$ cat config.mk
export PLATFORM = sky130hd
export DESIGN_NAME = upsample_x6_interp_smooth_top_flat
export DESIGN_NICKNAME = d
export VERILOG_FILES = /design/src/rtl/ups6_pkg.sv /design/src/rtl/ups6_if.sv /design/src/rtl/ups6_front.sv /design/src/rtl/ups6_queue.sv /design/src/rtl/ups6_back.sv /design/src/rtl/upsample_x6_interp_smooth_top.sv /design/src/flat_wrapper.sv
export SDC_FILE = /design/constraint.sdc
export NUM_CORES = 2
export LEC_CHECK = 0
export CAP_MARGIN = 10
export CELL_PAD_IN_SITES_DETAIL_PLACEMENT = 0
export CELL_PAD_IN_SITES_GLOBAL_PLACEMENT = 2
export CORE_ASPECT_RATIO = 1.25
export CORE_MARGIN = 5
export CORE_UTILIZATION = 46
export CTS_CLUSTER_SIZE = 40
export DETAILED_ROUTE_END_ITERATION = 12
export DONT_BUFFER_PORTS = 1
export MAX_ROUTING_LAYER = met4
export PLACE_DENSITY_LB_ADDON = 0.25
export SETUP_SLACK_MARGIN = 0.02
export SLEW_MARGIN = 10
export SYNTH_ARGS = -nofsm -noshare
export SYNTH_HDL_FRONTEND = slang
export SYNTH_HIERARCHICAL = 1
export SYNTH_SLANG_ARGS = --single-unit
$ cat constraint.sdc
create_clock -name clk -period 12.9 [get_ports clk]
set_input_delay 0 -clock clk [delete_from_list [all_inputs] [get_ports clk]]
set_output_delay 0 -clock clk [all_outputs]
set_load 0.03 [all_outputs]
$ cat src/rtl/ups6_pkg.sv
// ups6_pkg: shared types, constants and a helper function for the x6 upsampler
// no dependencies; compiled first
`timescale 1ns / 1ps
`default_nettype none

package ups6_pkg;

	localparam int SAMPLE_W        = 16;
	localparam int SUB_COUNT       = 6;
	localparam int LAG_VALUES      = 12;
	localparam int POS_SATURATE    = 4;
	localparam int POS_W           = 3;
	localparam int DEF_QUEUE_DEPTH = 4;

	// interpolation weights in thousandths
	localparam logic [9:0] W_ONE = 10'd1000;

	// exact reciprocal for magnitudes below 2**25: floor(n / 1000)
	localparam logic [25:0] DIV1000_MAGIC = 26'd34359739;
	localparam int          DIV1000_SHIFT = 35;
	// exact reciprocal for magnitudes below 2**18: floor(n / 5)
	localparam logic [18:0] DIV5_MAGIC    = 19'd419431;
	localparam int          DIV5_SHIFT    = 21;

	// one interpolated word passed from the front to the back
	typedef struct packed {
		logic [SAMPLE_W-1:0] value;
		logic                smooth;
		logic                run_end;
		logic                frame_last;
	} raw_word_t;

	localparam int RAW_WORD_W = $bits(raw_word_t);

	function automatic logic [9:0] interp_weight(input logic [2:0] k);
		logic [9:0] w;
		unique case (k)
			3'd0:    w = 10'd166;
			3'd1:    w = 10'd332;
			3'd2:    w = 10'd500;
			3'd3:    w = 10'd668;
			3'd4:    w = 10'd834;
			default: w = W_ONE;
		endcase
		return w;
	endfunction

endpackage

`default_nettype wire

$ cat src/rtl/ups6_if.sv
// ups6_if: valid/ready channel interfaces for input samples and output words
// no dependencies
`timescale 1ns / 1ps
`default_nettype none

interface ups6_in_if;
	logic               valid;
	logic               ready;
	logic signed [15:0] sample_in;
	logic               frame_last;

	modport source(output valid, sample_in, frame_last, input ready);
	modport sink(input valid, sample_in, frame_last, output ready);
endinterface

interface ups6_out_if;
	logic               valid;
	logic               ready;
	logic signed [15:0] sample_out;
	logic               run_last;
	logic               frame_end;

	modport source(output valid, sample_out, run_last, frame_end, input ready);
	modport sink(input valid, sample_out, run_last, frame_end, output ready);
endinterface

`default_nettype wire

$ cat src/rtl/ups6_front.sv
// ups6_front: accepts samples, tracks frame position, interpolates six words
// per sample through a pipelined divide-by-1000; depends on ups6_pkg, ups6_if
`timescale 1ns / 1ps
`default_nettype none

module ups6_front (
	input  wire logic                     clk,
	input  wire logic                     arst_n,
	ups6_in_if.sink                       feed,
	output      logic                     wr_valid,
	input  wire logic                     wr_ready,
	output      ups6_pkg::raw_word_t      wr_word
);
	import ups6_pkg::*;

	// frame tracking
	logic                      first_q;
	logic [POS_W-1:0]          pos_q;
	logic signed [SAMPLE_W-1:0] prior_in_q;

	// issue stage: one interpolation per cycle while the pipeline is not stalled
	logic                      busy_q;
	logic [2:0]                k_q;
	logic signed [SAMPLE_W-1:0] cur_q;
	logic signed [SAMPLE_W-1:0] prev_q;
	logic                      smooth_q;
	logic                      last_q;

	logic                      v_s1, v_s2, v_s3;
	logic signed [26:0]        p_cur_s1, p_prev_s1;
	logic [2:0]                k_s1, k_s2, k_s3;
	logic                      smooth_s1, smooth_s2, smooth_s3;
	logic                      last_s1, last_s2, last_s3;
	logic                      neg_s2, neg_s3;
	logic [24:0]               mag_s2;
	logic [SAMPLE_W-1:0]       quo_s3;

	logic                      adv;
	logic                      accept;
	logic [9:0]                w;
	logic [9:0]                wc;
	logic signed [27:0]        sum;
	logic [27:0]               mag_full;
	logic [50:0]               prod;

	assign adv        = wr_ready || !v_s3;
	assign feed.ready = adv && (!busy_q || k_q == 3'(SUB_COUNT - 1));
	assign accept     = feed.valid && feed.ready;

	assign w        = interp_weight(k_q);
	assign wc       = W_ONE - w;
	assign sum      = 28'(p_cur_s1) + 28'(p_prev_s1);
	assign mag_full = sum[27] ? 28'(-sum) : 28'(sum);
	assign prod     = 51'(mag_s2) * 51'(DIV1000_MAGIC);

	always_ff @(posedge clk or negedge arst_n) begin
		if (!arst_n) begin
			first_q    <= 1'b1;
			pos_q      <= '0;
			prior_in_q <= '0;
			busy_q     <= 1'b0;
			k_q        <= '0;
			v_s1       <= 1'b0;
			v_s2       <= 1'b0;
			v_s3       <= 1'b0;
		end else begin
			if (accept) begin
				prior_in_q <= feed.sample_in;
				if (feed.frame_last) begin
					pos_q   <= '0;
					first_q <= 1'b0;
				end else if (pos_q != POS_W'(POS_SATURATE)) begin
					pos_q <= pos_q + 1'b1;
				end
			end
			if (adv) begin
				if (busy_q && k_q != 3'(SUB_COUNT - 1)) begin
					k_q <= k_q + 1'b1;
				end else begin
					busy_q <= accept;
					k_q    <= '0;
				end
				v_s1 <= busy_q;
				v_s2 <= v_s1;
				v_s3 <= v_s2;
			end
		end
	end

	// payload registers
	always_ff @(posedge clk) begin
		if (accept) begin
			cur_q    <= feed.sample_in;
			// the very first sample after reset interpolates from itself
			prev_q   <= (first_q && pos_q == '0) ? feed.sample_in : prior_in_q;
			smooth_q <= (pos_q == POS_W'(POS_SATURATE)) && !first_q;
			last_q   <= feed.frame_last;
		end
		if (adv) begin
			p_cur_s1  <= 27'(cur_q) * 27'($signed({1'b0, w}));
			p_prev_s1 <= 27'(prev_q) * 27'($signed({1'b0, wc}));
			k_s1      <= k_q;
			smooth_s1 <= smooth_q;
			last_s1   <= last_q;

			neg_s2    <= sum[27];
			mag_s2    <= mag_full[24:0];
			k_s2      <= k_s1;
			smooth_s2 <= smooth_s1;
			last_s2   <= last_s1;

			neg_s3    <= neg_s2;
			quo_s3    <= prod[DIV1000_SHIFT +: SAMPLE_W];
			k_s3      <= k_s2;
			smooth_s3 <= smooth_s2;
			last_s3   <= last_s2;
		end
	end

	always_comb begin
		wr_valid           = v_s3;
		wr_word.value      = neg_s3 ? SAMPLE_W'(16'd0 - quo_s3) : quo_s3;
		wr_word.smooth     = smooth_s3;
		wr_word.run_end    = (k_s3 == 3'(SUB_COUNT - 1));
		wr_word.frame_last = (k_s3 == 3'(SUB_COUNT - 1)) && last_s3;
	end

endmodule

`default_nettype wire

$ cat src/rtl/ups6_queue.sv
// ups6_queue: small register queue between front and back, show-ahead read
// depends on nothing but its parameters
`timescale 1ns / 1ps
`default_nettype none

module ups6_queue #(
	parameter int DEPTH = 4,
	parameter int WIDTH = 19
) (
	input  wire logic             clk,
	input  wire logic             arst_n,
	input  wire logic             wr_valid,
	output      logic             wr_ready,
	input  wire logic [WIDTH-1:0] wr_data,
	output      logic             rd_valid,
	input  wire logic             rd_ready,
	output      logic [WIDTH-1:0] rd_data
);
	localparam int PTR_W = (DEPTH > 1) ? $clog2(DEPTH) : 1;
	localparam int CNT_W = $clog2(DEPTH + 1);

	logic [WIDTH-1:0] slot_q [DEPTH];
	logic [PTR_W-1:0] wr_ptr_q, rd_ptr_q;
	logic [CNT_W-1:0] count_q;
	logic             push, pop;

	assign wr_ready = (count_q != CNT_W'(DEPTH));
	assign rd_valid = (count_q != '0);
	assign rd_data  = slot_q[rd_ptr_q];
	assign push     = wr_valid && wr_ready;
	assign pop      = rd_valid && rd_ready;

	always_ff @(posedge clk or negedge arst_n) begin
		if (!arst_n) begin
			wr_ptr_q <= '0;
			rd_ptr_q <= '0;
			count_q  <= '0;
		end else begin
			if (push) begin
				wr_ptr_q <= (wr_ptr_q == PTR_W'(DEPTH - 1)) ? '0 : wr_ptr_q + 1'b1;
			end
			if (pop) begin
				rd_ptr_q <= (rd_ptr_q == PTR_W'(DEPTH - 1)) ? '0 : rd_ptr_q + 1'b1;
			end
			if (push && !pop) begin
				count_q <= count_q + 1'b1;
			end else if (pop && !push) begin
				count_q <= count_q - 1'b1;
			end
		end
	end

	always_ff @(posedge clk) begin
		if (push) begin
			slot_q[wr_ptr_q] <= wr_data;
		end
	end

endmodule

`default_nettype wire

$ cat src/rtl/ups6_back.sv
// ups6_back: twelve-word lag line, five-point smoothing and end-of-frame flush
// into the output register; depends on ups6_pkg, ups6_if
`timescale 1ns / 1ps
`default_nettype none

module ups6_back (
	input  wire logic                clk,
	input  wire logic                arst_n,
	input  wire logic                rd_valid,
	output      logic                rd_ready,
	input  wire ups6_pkg::raw_word_t rd_word,
	ups6_out_if.source               result
);
	import ups6_pkg::*;

	localparam int CNT_W = $clog2(LAG_VALUES + 1);

	logic [SAMPLE_W-1:0] line_q [LAG_VALUES];
	logic [CNT_W-1:0]    cnt_q;
	logic                flush_q;
	logic [SAMPLE_W-1:0] e1_q, e2_q;

	logic                out_valid_q;
	logic [SAMPLE_W-1:0] out_value_q;
	logic                out_run_last_q;
	logic                out_frame_end_q;

	logic                slot_free;
	logic                full;
	logic                take;
	logic                do_flush;
	logic                emit;
	logic [SAMPLE_W-1:0] emit_value;
	logic                emit_run_last;
	logic                emit_frame_end;

	logic signed [18:0]  sum5;
	logic [18:0]         mag5;
	logic [36:0]         prod5;
	logic [SAMPLE_W-1:0] quo5;
	logic [SAMPLE_W-1:0] smoothed;

	assign slot_free = !out_valid_q || result.ready;
	assign full      = (cnt_q == CNT_W'(LAG_VALUES));
	assign rd_ready  = !flush_q && (!full || slot_free);
	assign take      = rd_valid && rd_ready;
	assign do_flush  = flush_q && slot_free;
	assign emit      = do_flush || (take && full);

	// two emitted values plus the three oldest raw values, truncated toward zero
	assign sum5 = 19'($signed(e1_q)) + 19'($signed(e2_q)) + 19'($signed(line_q[0]))
		+ 19'($signed(line_q[1])) + 19'($signed(line_q[2]));
	assign mag5     = sum5[18] ? 19'(-sum5) : 19'(sum5);
	assign prod5    = 37'(mag5[17:0]) * 37'(DIV5_MAGIC);
	assign quo5     = prod5[DIV5_SHIFT +: SAMPLE_W];
	assign smoothed = sum5[18] ? SAMPLE_W'(16'd0 - quo5) : quo5;

	always_comb begin
		emit_value     = line_q[0];
		emit_run_last  = 1'b0;
		emit_frame_end = 1'b0;
		if (flush_q) begin
			emit_run_last  = (cnt_q == CNT_W'(1));
			emit_frame_end = (cnt_q == CNT_W'(1));
		end else begin
			if (rd_word.smooth) begin
				emit_value = smoothed;
			end
			emit_run_last = rd_word.run_end && !rd_word.frame_last;
		end
	end

	always_ff @(posedge clk or negedge arst_n) begin
		if (!arst_n) begin
			cnt_q       <= '0;
			flush_q     <= 1'b0;
			out_valid_q <= 1'b0;
		end else begin
			if (do_flush) begin
				cnt_q <= cnt_q - 1'b1;
				if (cnt_q == CNT_W'(1)) begin
					flush_q <= 1'b0;
				end
			end else if (take) begin
				if (!full) begin
					cnt_q <= cnt_q + 1'b1;
				end
				if (rd_word.frame_last) begin
					flush_q <= 1'b1;
				end
			end
			if (emit) begin
				out_valid_q <= 1'b1;
			end else if (result.ready) begin
				out_valid_q <= 1'b0;
			end
		end
	end

	always_ff @(posedge clk) begin
		if (emit) begin
			for (int i = 0; i < LAG_VALUES - 1; i++) begin
				line_q[i] <= line_q[i + 1];
			end
			line_q[LAG_VALUES - 1] <= rd_word.value;
			e1_q            <= e2_q;
			e2_q            <= emit_value;
			out_value_q     <= emit_value;
			out_run_last_q  <= emit_run_last;
			out_frame_end_q <= emit_frame_end;
		end else if (take) begin
			line_q[cnt_q[CNT_W-1:0] < CNT_W'(LAG_VALUES) ? cnt_q[3:0] : 4'd0]
				<= rd_word.value;
		end
	end

	assign result.valid      = out_valid_q;
	assign result.sample_out = out_value_q;
	assign result.run_last   = out_run_last_q;
	assign result.frame_end  = out_frame_end_q;

endmodule

`default_nettype wire

$ cat src/rtl/upsample_x6_interp_smooth_top.sv
// upsample_x6_interp_smooth_top: x6 linear-interpolation upsampler with smoothing
// depends on ups6_pkg, ups6_if, ups6_front, ups6_queue, ups6_back
//
//   channel   dir   words per item          payload
//   feed      in    1 per sample            sample_in[15:0] signed, frame_last
//   result    out   0..18 per sample        sample_out[15:0] signed, run_last, frame_end
//
// the front issues one interpolation per cycle, when not stalled, into a shared 3-stage
// multiply/reciprocal pipeline and takes a new sample with the last of each six; the
// back emits one word per cycle when result is ready. a sample that ends a frame
// makes the back flush its lagged words, taking none from the queue meanwhile; the
// front keeps taking samples until the queue fills. arst_n clears frame tracking,
// queue and output valid; stalls on result back up through the queue into feed.ready
`timescale 1ns / 1ps
`default_nettype none

module upsample_x6_interp_smooth_top #(
	parameter int QUEUE_DEPTH = ups6_pkg::DEF_QUEUE_DEPTH
) (
	input  wire logic  clk,
	input  wire logic  arst_n,
	ups6_in_if.sink    feed,
	ups6_out_if.source result
);
	import ups6_pkg::*;

	logic      wr_valid, wr_ready;
	raw_word_t wr_word;
	logic      rd_valid, rd_ready;
	raw_word_t rd_word;

	ups6_front u_front (
		.clk      (clk),
		.arst_n   (arst_n),
		.feed     (feed),
		.wr_valid (wr_valid),
		.wr_ready (wr_ready),
		.wr_word  (wr_word)
	);

	ups6_queue #(
		.DEPTH (QUEUE_DEPTH),
		.WIDTH (RAW_WORD_W)
	) u_queue (
		.clk      (clk),
		.arst_n   (arst_n),
		.wr_valid (wr_valid),
		.wr_ready (wr_ready),
		.wr_data  (wr_word),
		.rd_valid (rd_valid),
		.rd_ready (rd_ready),
		.rd_data  (rd_word)
	);

	ups6_back u_back (
		.clk      (clk),
		.arst_n   (arst_n),
		.rd_valid (rd_valid),
		.rd_ready (rd_ready),
		.rd_word  (rd_word),
		.result   (result)
	);

endmodule

`default_nettype wire

$ cat src/flat_wrapper.sv
// flat-port wrapper written by rule: the top's interface ports become plain ports
module upsample_x6_interp_smooth_top_flat import ups6_pkg::*;
#(
	parameter int QUEUE_DEPTH = ups6_pkg::DEF_QUEUE_DEPTH
)
  (clk, arst_n, feed_valid, feed_sample_in, feed_frame_last, feed_ready, result_valid, result_sample_out, result_run_last, result_frame_end, result_ready);
  ups6_in_if feed_i ();
  ups6_out_if result_i ();
  input  wire logic clk;
  input  wire logic arst_n;
  input wire logic [$bits(feed_i.valid)-1:0] feed_valid;
  input wire logic [$bits(feed_i.sample_in)-1:0] feed_sample_in;
  input wire logic [$bits(feed_i.frame_last)-1:0] feed_frame_last;
  output wire logic [$bits(feed_i.ready)-1:0] feed_ready;
  output wire logic [$bits(result_i.valid)-1:0] result_valid;
  output wire logic [$bits(result_i.sample_out)-1:0] result_sample_out;
  output wire logic [$bits(result_i.run_last)-1:0] result_run_last;
  output wire logic [$bits(result_i.frame_end)-1:0] result_frame_end;
  input wire logic [$bits(result_i.ready)-1:0] result_ready;
  assign feed_i.valid = feed_valid;
  assign feed_i.sample_in = feed_sample_in;
  assign feed_i.frame_last = feed_frame_last;
  assign feed_ready = feed_i.ready;
  assign result_valid = result_i.valid;
  assign result_sample_out = result_i.sample_out;
  assign result_run_last = result_i.run_last;
  assign result_frame_end = result_i.frame_end;
  assign result_i.ready = result_ready;
  upsample_x6_interp_smooth_top #(.QUEUE_DEPTH(QUEUE_DEPTH)) u_core (.clk(clk), .arst_n(arst_n), .feed(feed_i), .result(result_i));
endmodule
## After elaboration in Yosys (flattened, before gate mapping)

Memories as Yosys holds them, arrays and structs flattened.
Cells that the tools add are included.

| operators by class | value |
|---|---|
| equality and inequality tests | 16 |
| $lt $le $gt $ge | 1 |
| multiply operators | 4 |
| bitwise operators | 1 |
| reduce and logical (&&, ||, !) cells | 42 |
| add/sub/neg operators | 18 |
| muxes and demuxes | 36 |

Operators with widths:

| cell | count |
|---|---|
| 16-bit 2-to-1 mux | 6 |
| 16-bit by 11-bit multiplier with 27-bit output | 2 |
| 25-bit by 26-bit multiplier with 51-bit output (second input constant) | 1 |
| 10-bit case mux with 5 select lines | 1 |
| 18-bit by 19-bit multiplier with 37-bit output (second input constant) | 1 |
| 1-bit by 16-bit subtractor with 16-bit output (first input constant) | 2 |
| 27-bit by 27-bit adder with 28-bit output | 1 |
| 25-bit 2-to-1 mux | 1 |
| 25-bit negator | 1 |
| 4-bit 2-to-1 mux | 5 |
| 18-bit by 16-bit adder with 19-bit output | 1 |
| 19-bit by 16-bit adder with 19-bit output | 1 |
| 17-bit by 16-bit adder with 18-bit output | 1 |
| 18-bit 2-to-1 mux | 1 |
| 18-bit negator | 1 |
| 16-bit by 16-bit adder with 17-bit output | 1 |
| 16-bit OR reduction | 1 |
| 1-bit 2-to-1 mux | 15 |
| 3-bit 2-to-1 mux | 5 |
| 1-bit logical AND | 14 |
| 3-bit == test (second input constant) | 4 |
| 2-bit nonzero test | 5 |
| 10-bit subtractor (first input constant) | 1 |
| 3-bit by 1-bit adder with 3-bit output (second input constant) | 3 |
| 20 further kinds | 43 |

| word-level totals | value |
|---|---|
| bits in writable memories | 268 |
| word-level logic and storage cells | 157 |
| register bits | 220 |
| memories kept | 2 |
| output and inout bits | 20 |

Memories:

| name | words | width | rd ports | clocked after Yosys merged registers in | wr ports | line | text |
|---|---|---|---|---|---|---|---|
| u_core.u_back.line_q | 12 | 16 | 12 | 0 | 12 | ups6_back.sv:18 | `logic [SAMPLE_W-1:0] line_q [LAG_VALUES];` |
| u_core.u_queue.slot_q | 4 | 19 | 1 | 0 | 1 | ups6_queue.sv:22 | `logic [WIDTH-1:0] slot_q [DEPTH];` |

## Depth between registers and ports, before layout

| depth | value |
|---|---|
| depth in word-level cells | 11 |
| depth in mapped cells | 46 |

## By module

Netlist, hierarchy kept.

Modules (own cells, without submodules):

| module | cells an instance | area each (µm²) | sequential area each (µm²) | instances |
|---|---|---|---|---|
| ups6_front | 2,768 | 28,019.4 | 4,971.0 | 1 |
| ups6_back | 1,572 | 18,347.6 | 6,936.7 | 1 |
| ups6_queue | 135 | 3,171.8 | 2,457.4 | 1 |

## Least setup slack after synthesis

OpenSTA, ideal clock, no wires.

| timing path | value |
|---|---|
| path type | flip-flop to flip-flop |
| start | register u_core/u_back/result.sample_out[1] (netlist name) |
| end | register u_core.u_back.out_value_q[12] (netlist: u_core/u_back/result.sample_out[12]) (data pin) |
| slack | 1,974 ps |
| arrival time | 10,661 ps |
| library setup time | 265 ps |
| buffers on the path | 0 |
| stages on the path, launching flop included | 41 |
| data required time | 12,635 ps |
| path through | edfxtp_1 -> inv_1 -> fa_1 -> fa_1 -> inv_1 -> fa_1 -> ha_1 -> inv_1 -> fa_1 -> xor2_1 -> nand2_1 -> or4_1 -> or3_1 -> a21oi_1 -> and4bb_2 -> a41oi_1 -> xnor2_1 -> xor2_1 -> [... 5 more ...] -> fa_1 -> fa_1 -> inv_1 -> fa_1 -> inv_1 -> ha_1 -> a21oi_1 -> o21ai_1 -> nor3_4 -> a21oi_1 -> o311ai_0 -> ha_1 -> inv_1 -> a21oi_1 -> nand3_1 -> o41a_1 -> xnor2_1 -> o21ai_1 |

RTL lines:

| item | line | text |
|---|---|---|
| to (signal assigned) | ups6_back.sv:108 | `out_value_q <= emit_value;` |
| to (decl) | ups6_back.sv:24 | `logic [SAMPLE_W-1:0] out_value_q;` |

==> out/qor.csv <==
stage,metric,value,unit
outcome,status,"finished, final reports clean",
min_path,Worst Hold Depth,1,
floorplan,Starting Density,46.4,%
synth,"Cell Area, Synth",49500,µm²
global_route,initial antenna violation count,0,
worst_setup_path,crit-path max FO,10,
clock_network,H-tree depth,2,
route,Routed wire per std cell,19.1,µm
sta,fin. max-slew vios,0,
place,Placed Cells incl. Taps,5829,
global_route,grt ovf,0,
route,final wirelength,114000,µm
final_layout,layout overhead on the synthesized area,7.50,%
synth,Ys Warns,6,
worst_setup_path,crit path kind,reg2reg,
worst_setup_path,CP peak stage delay,620,ps
clock_network,CTS tree,yes,
route,vias per cell,5.13,
worst_setup_path,reg2reg path depth,42,
synth,syn nets,5689,
synth,sequential share of the synthesized area,29.0,%
route,Detailed Route Iter0 Violations,1148,
sta,max frequency,82.9,MHz
final_layout,Final Instance Count excl. Fillers,5951,
floorplan,Die Wd,304,µm
sta,final hold violations,0,
synth,Synth Flop Type,edfxtp_1,
synth,"top cells by area, synth","edfxtp_1 (27%), fa_1 (24%), ha_1 (15%), inv_1 (7.3%), mux2_2 (4.1%)",
sta,RSZ-0062 raised after global routing,false,
worst_setup_path,slowest CP cell,edfxtp_1,
clock_network,# clock sinks,485,
route,Post-route DRC,0,
synth,number of flops mapped to enable cells by yosys,445,
global_route,vias in the first global route,33200,
route,Max Used Layer,met4,
sta,slew margin rel.,30.2,%
final_layout,share of layout cells above drive strength 1,8.64,%
worst_setup_path,worst endpoint required time,13310,ps
worst_setup_path,Crit. End Element,flip-flop,
synth,Synth async-reset ratio,8.25,%
synth,Post-Syn Instances,4475,
sta,setup TNS,0,ps
synth,cell taking the most area after synthesis,edfxtp_1,
clock_network,root buffer cell,clkbuf_16,
floorplan,IO Pins,41,
sta,Tcrit/Tclk final,93.5,%
route,post-route ant nets,0,
global_route,largest net degree at the start of global routing,66,
route,metal3 WL,2440,µm
clock_network,later-pin clock latency in the skew report,670,ps
final_layout,n_diodes,0,
floorplan,core area,107000,µm²
route,routed vias,30500,
place,I/O Buffers,0,
final_layout,"Net count, final",5693,
clock_network,clock buffer depth,3,
clock_network,"Clk pin slew, worst setup/hold paths",60,ps
global_route,first-pass GRT wire length,183000,µm
sta,Worst-Margin Slew,1050,ps
sta,crit path time final,12060,ps
place,global placement routability congestion,0.863,
floorplan,row count,134,
synth,"Avg Cell Area, Syn",11.1,µm²
sta,# setup viols final,0,
flow_run,Max Cap Viol,0,
floorplan,die area,114000,µm²
route,met1 wire length,44000,µm
worst_setup_path,CP Data Arrival Time,12470,ps
place,DP Wirelength,93700,µm
global_route,GRT Util Overall,21.1,%
clock_network,CTS Buf Count,53,
synth,synthesis-stage register bit count,485,
final_layout,fin util,49.9,%
sta,Clock Skews,51.8,ps
route,met2 WL post-DR,62700,µm
min_path,Min-Delay Path Class,in2reg,
floorplan,die height,377,µm
synth,"Distinct cells, synth",106,
synth,top cell type's share of synthesized area,27.0,%
worst_setup_path,element type at the critical path start,flip-flop,
route,drt pass-1 iters,5,
==> state kept, by name, summed over array words and instances, names as in the netlist, 2 cells and up <==
signal                           flops
u_core/u_back/cnt_q                  4
u_core/u_back/e1_q                  16
u_core/u_front/mag_s2               24
u_core/u_front/k_s3                  3
u_core/u_queue/count_q               3
u_core/u_queue/wr_ptr_q              2
u_core/u_back/result.sample_out     16
u_core/u_queue/rd_ptr_q              2
u_core/u_back/line_q               192
u_core/u_front/quo_s3               16
u_core/u_front/k_q                   3
u_core/u_front/prior_in_q           16
u_core/u_front/k_s1                  3
u_core/u_front/p_prev_s1            26
u_core/u_front/pos_q                 3
u_core/u_front/k_s2                  3
u_core/u_front/cur_q                16
u_core/u_queue/slot_q               76
u_core/u_front/p_cur_s1             26
u_core/u_front/prev_q               16
==> metrics by stage <==
step	instance area, µm²	hold WS (ps)	setup WS (ps)
after floorplan	49500	-296	1970
after global placement	51100	-294	809
after detailed placement	51100	-294	746
after CTS	53300	40.5	683
after global routing	53300	60.2	96.9
final	53300	92.7	841
==> layer usage <==
metal  track usage (%)  vias to the layer above
met1              23.3                    15300
met4              6.93                        0
met5                 -                        -
met3              1.90                      167
met2              39.7                      337
li1                  -                    14700
==> what timing repair did <==
item                                    4_1_cts  5_1_grt
endpoints found under the setup margin        0        2
endpoints found under the hold margin       104        0
hold buffers                                 23        0
setup buffers                                 0        0
resized for setup                             0        1
==> cells by family after synthesis <==
logic type / Yosys count / synth area share [%]
compound gates: 503 / 6.79
xor+xnor: 187 / 3.32
fa+ha+maj: 1193 / 39.1
buf+inv: 1072 / 8.29
flops: 485 / 29.0
mux: 211 / 5.22
simple gates: 824 / 8.30
==> area by class of cell <==
type                       instances  area [µm²]
sequential                       485       14400
inverter                         966        3630
fill                            9817       53500
clock buffer                      60        1380
multi-input combinational       2918       31100
clock inverter                    39         479
tap                             1428        1790
timing repair buffer              55         505
==> final timing paths <==
check / start / end / slack (ps)
max: u_core/u_back/result.sample_out[8] / u_core/u_back/result.sample_out[12] / 840
min: feed_sample_in[0] / u_core/u_front/cur_q[0] / 90
max reg2reg: u_core/u_back/result.sample_out[8] / u_core/u_back/result.sample_out[12] / 840
min reg2reg: u_core/u_front/k_s2[2] / u_core/u_front/k_s3[2] / 420
max in group asynchronous: arst_n / u_core/u_front/prior_in_q[1] / 12190
min in group asynchronous: arst_n / u_core/u_front/first_q / 490
==> worst max-delay path, delay by kind of cell, from the launching register on <==
family | cells | cell delay (ps)
AO/OA/AOI/OAI | 12 | 2860
adder cells (fa/ha/maj) | 12 | 5430
buffers and inverters | 11 | 1050
XOR/XNOR | 2 | 570
AND/OR/NAND/NOR | 4 | 920
flip-flops | 1 | 620
multiplexers | 1 | 330
==> cell usage after synthesis (6+ instances only) <==
| cell type | count |
|---|---|
| inv_1 | 965 |
| nand2_1 | 342 |
| o211ai_1 | 11 |
| mux4_2 | 19 |
| a21oi_1 | 120 |
| o21bai_1 | 15 |
| a211oi_1 | 26 |
| mux2i_1 | 8 |
| nor2_1 | 90 |
| buf_2 | 6 |
| nand4_1 | 22 |
| a31oi_1 | 17 |
| nor2b_1 | 66 |
| edfxtp_1 | 445 |
| xor2_1 | 67 |
| o21a_1 | 17 |
| a21o_1 | 59 |
| clkbuf_1 | 77 |
| and3_1 | 28 |
| a211o_1 | 11 |
| ha_1 | 602 |
| and2_1 | 111 |
| or4_1 | 7 |
| a41oi_1 | 7 |
| nand2b_1 | 19 |
| o21ai_1 | 11 |
| a21boi_0 | 6 |
| nand3_1 | 26 |
| xnor2_1 | 119 |
| or2_2 | 9 |
| o31ai_1 | 18 |
| dfrtp_1 | 39 |
| nor3_1 | 46 |
| or3_1 | 12 |
| nor4_1 | 7 |
| mux2_2 | 182 |
| o21ai_0 | 109 |
| fa_1 | 591 |
| and3_2 | 6 |
| buf_1 | 12 |
==> placed cells by master, fill, tap and decap left out, types with 67 or more instances in the layout <==
cell | synthesis | final
a21oi_1 | 120 | 120
and2_1 | 111 | 111
edfxtp_1 | 445 | 445
fa_1 | 591 | 591
ha_1 | 602 | 602
inv_1 | 965 | 964
mux2_2 | 182 | 182
nand2_1 | 342 | 341
nor2_1 | 90 | 87
o21ai_0 | 109 | 106
xnor2_1 | 119 | 117
xor2_1 | 67 | 67
Power is left out: the tool's default activity adds up to more than one toggle a clock period on the data nets, which glitch-free logic cannot reach.
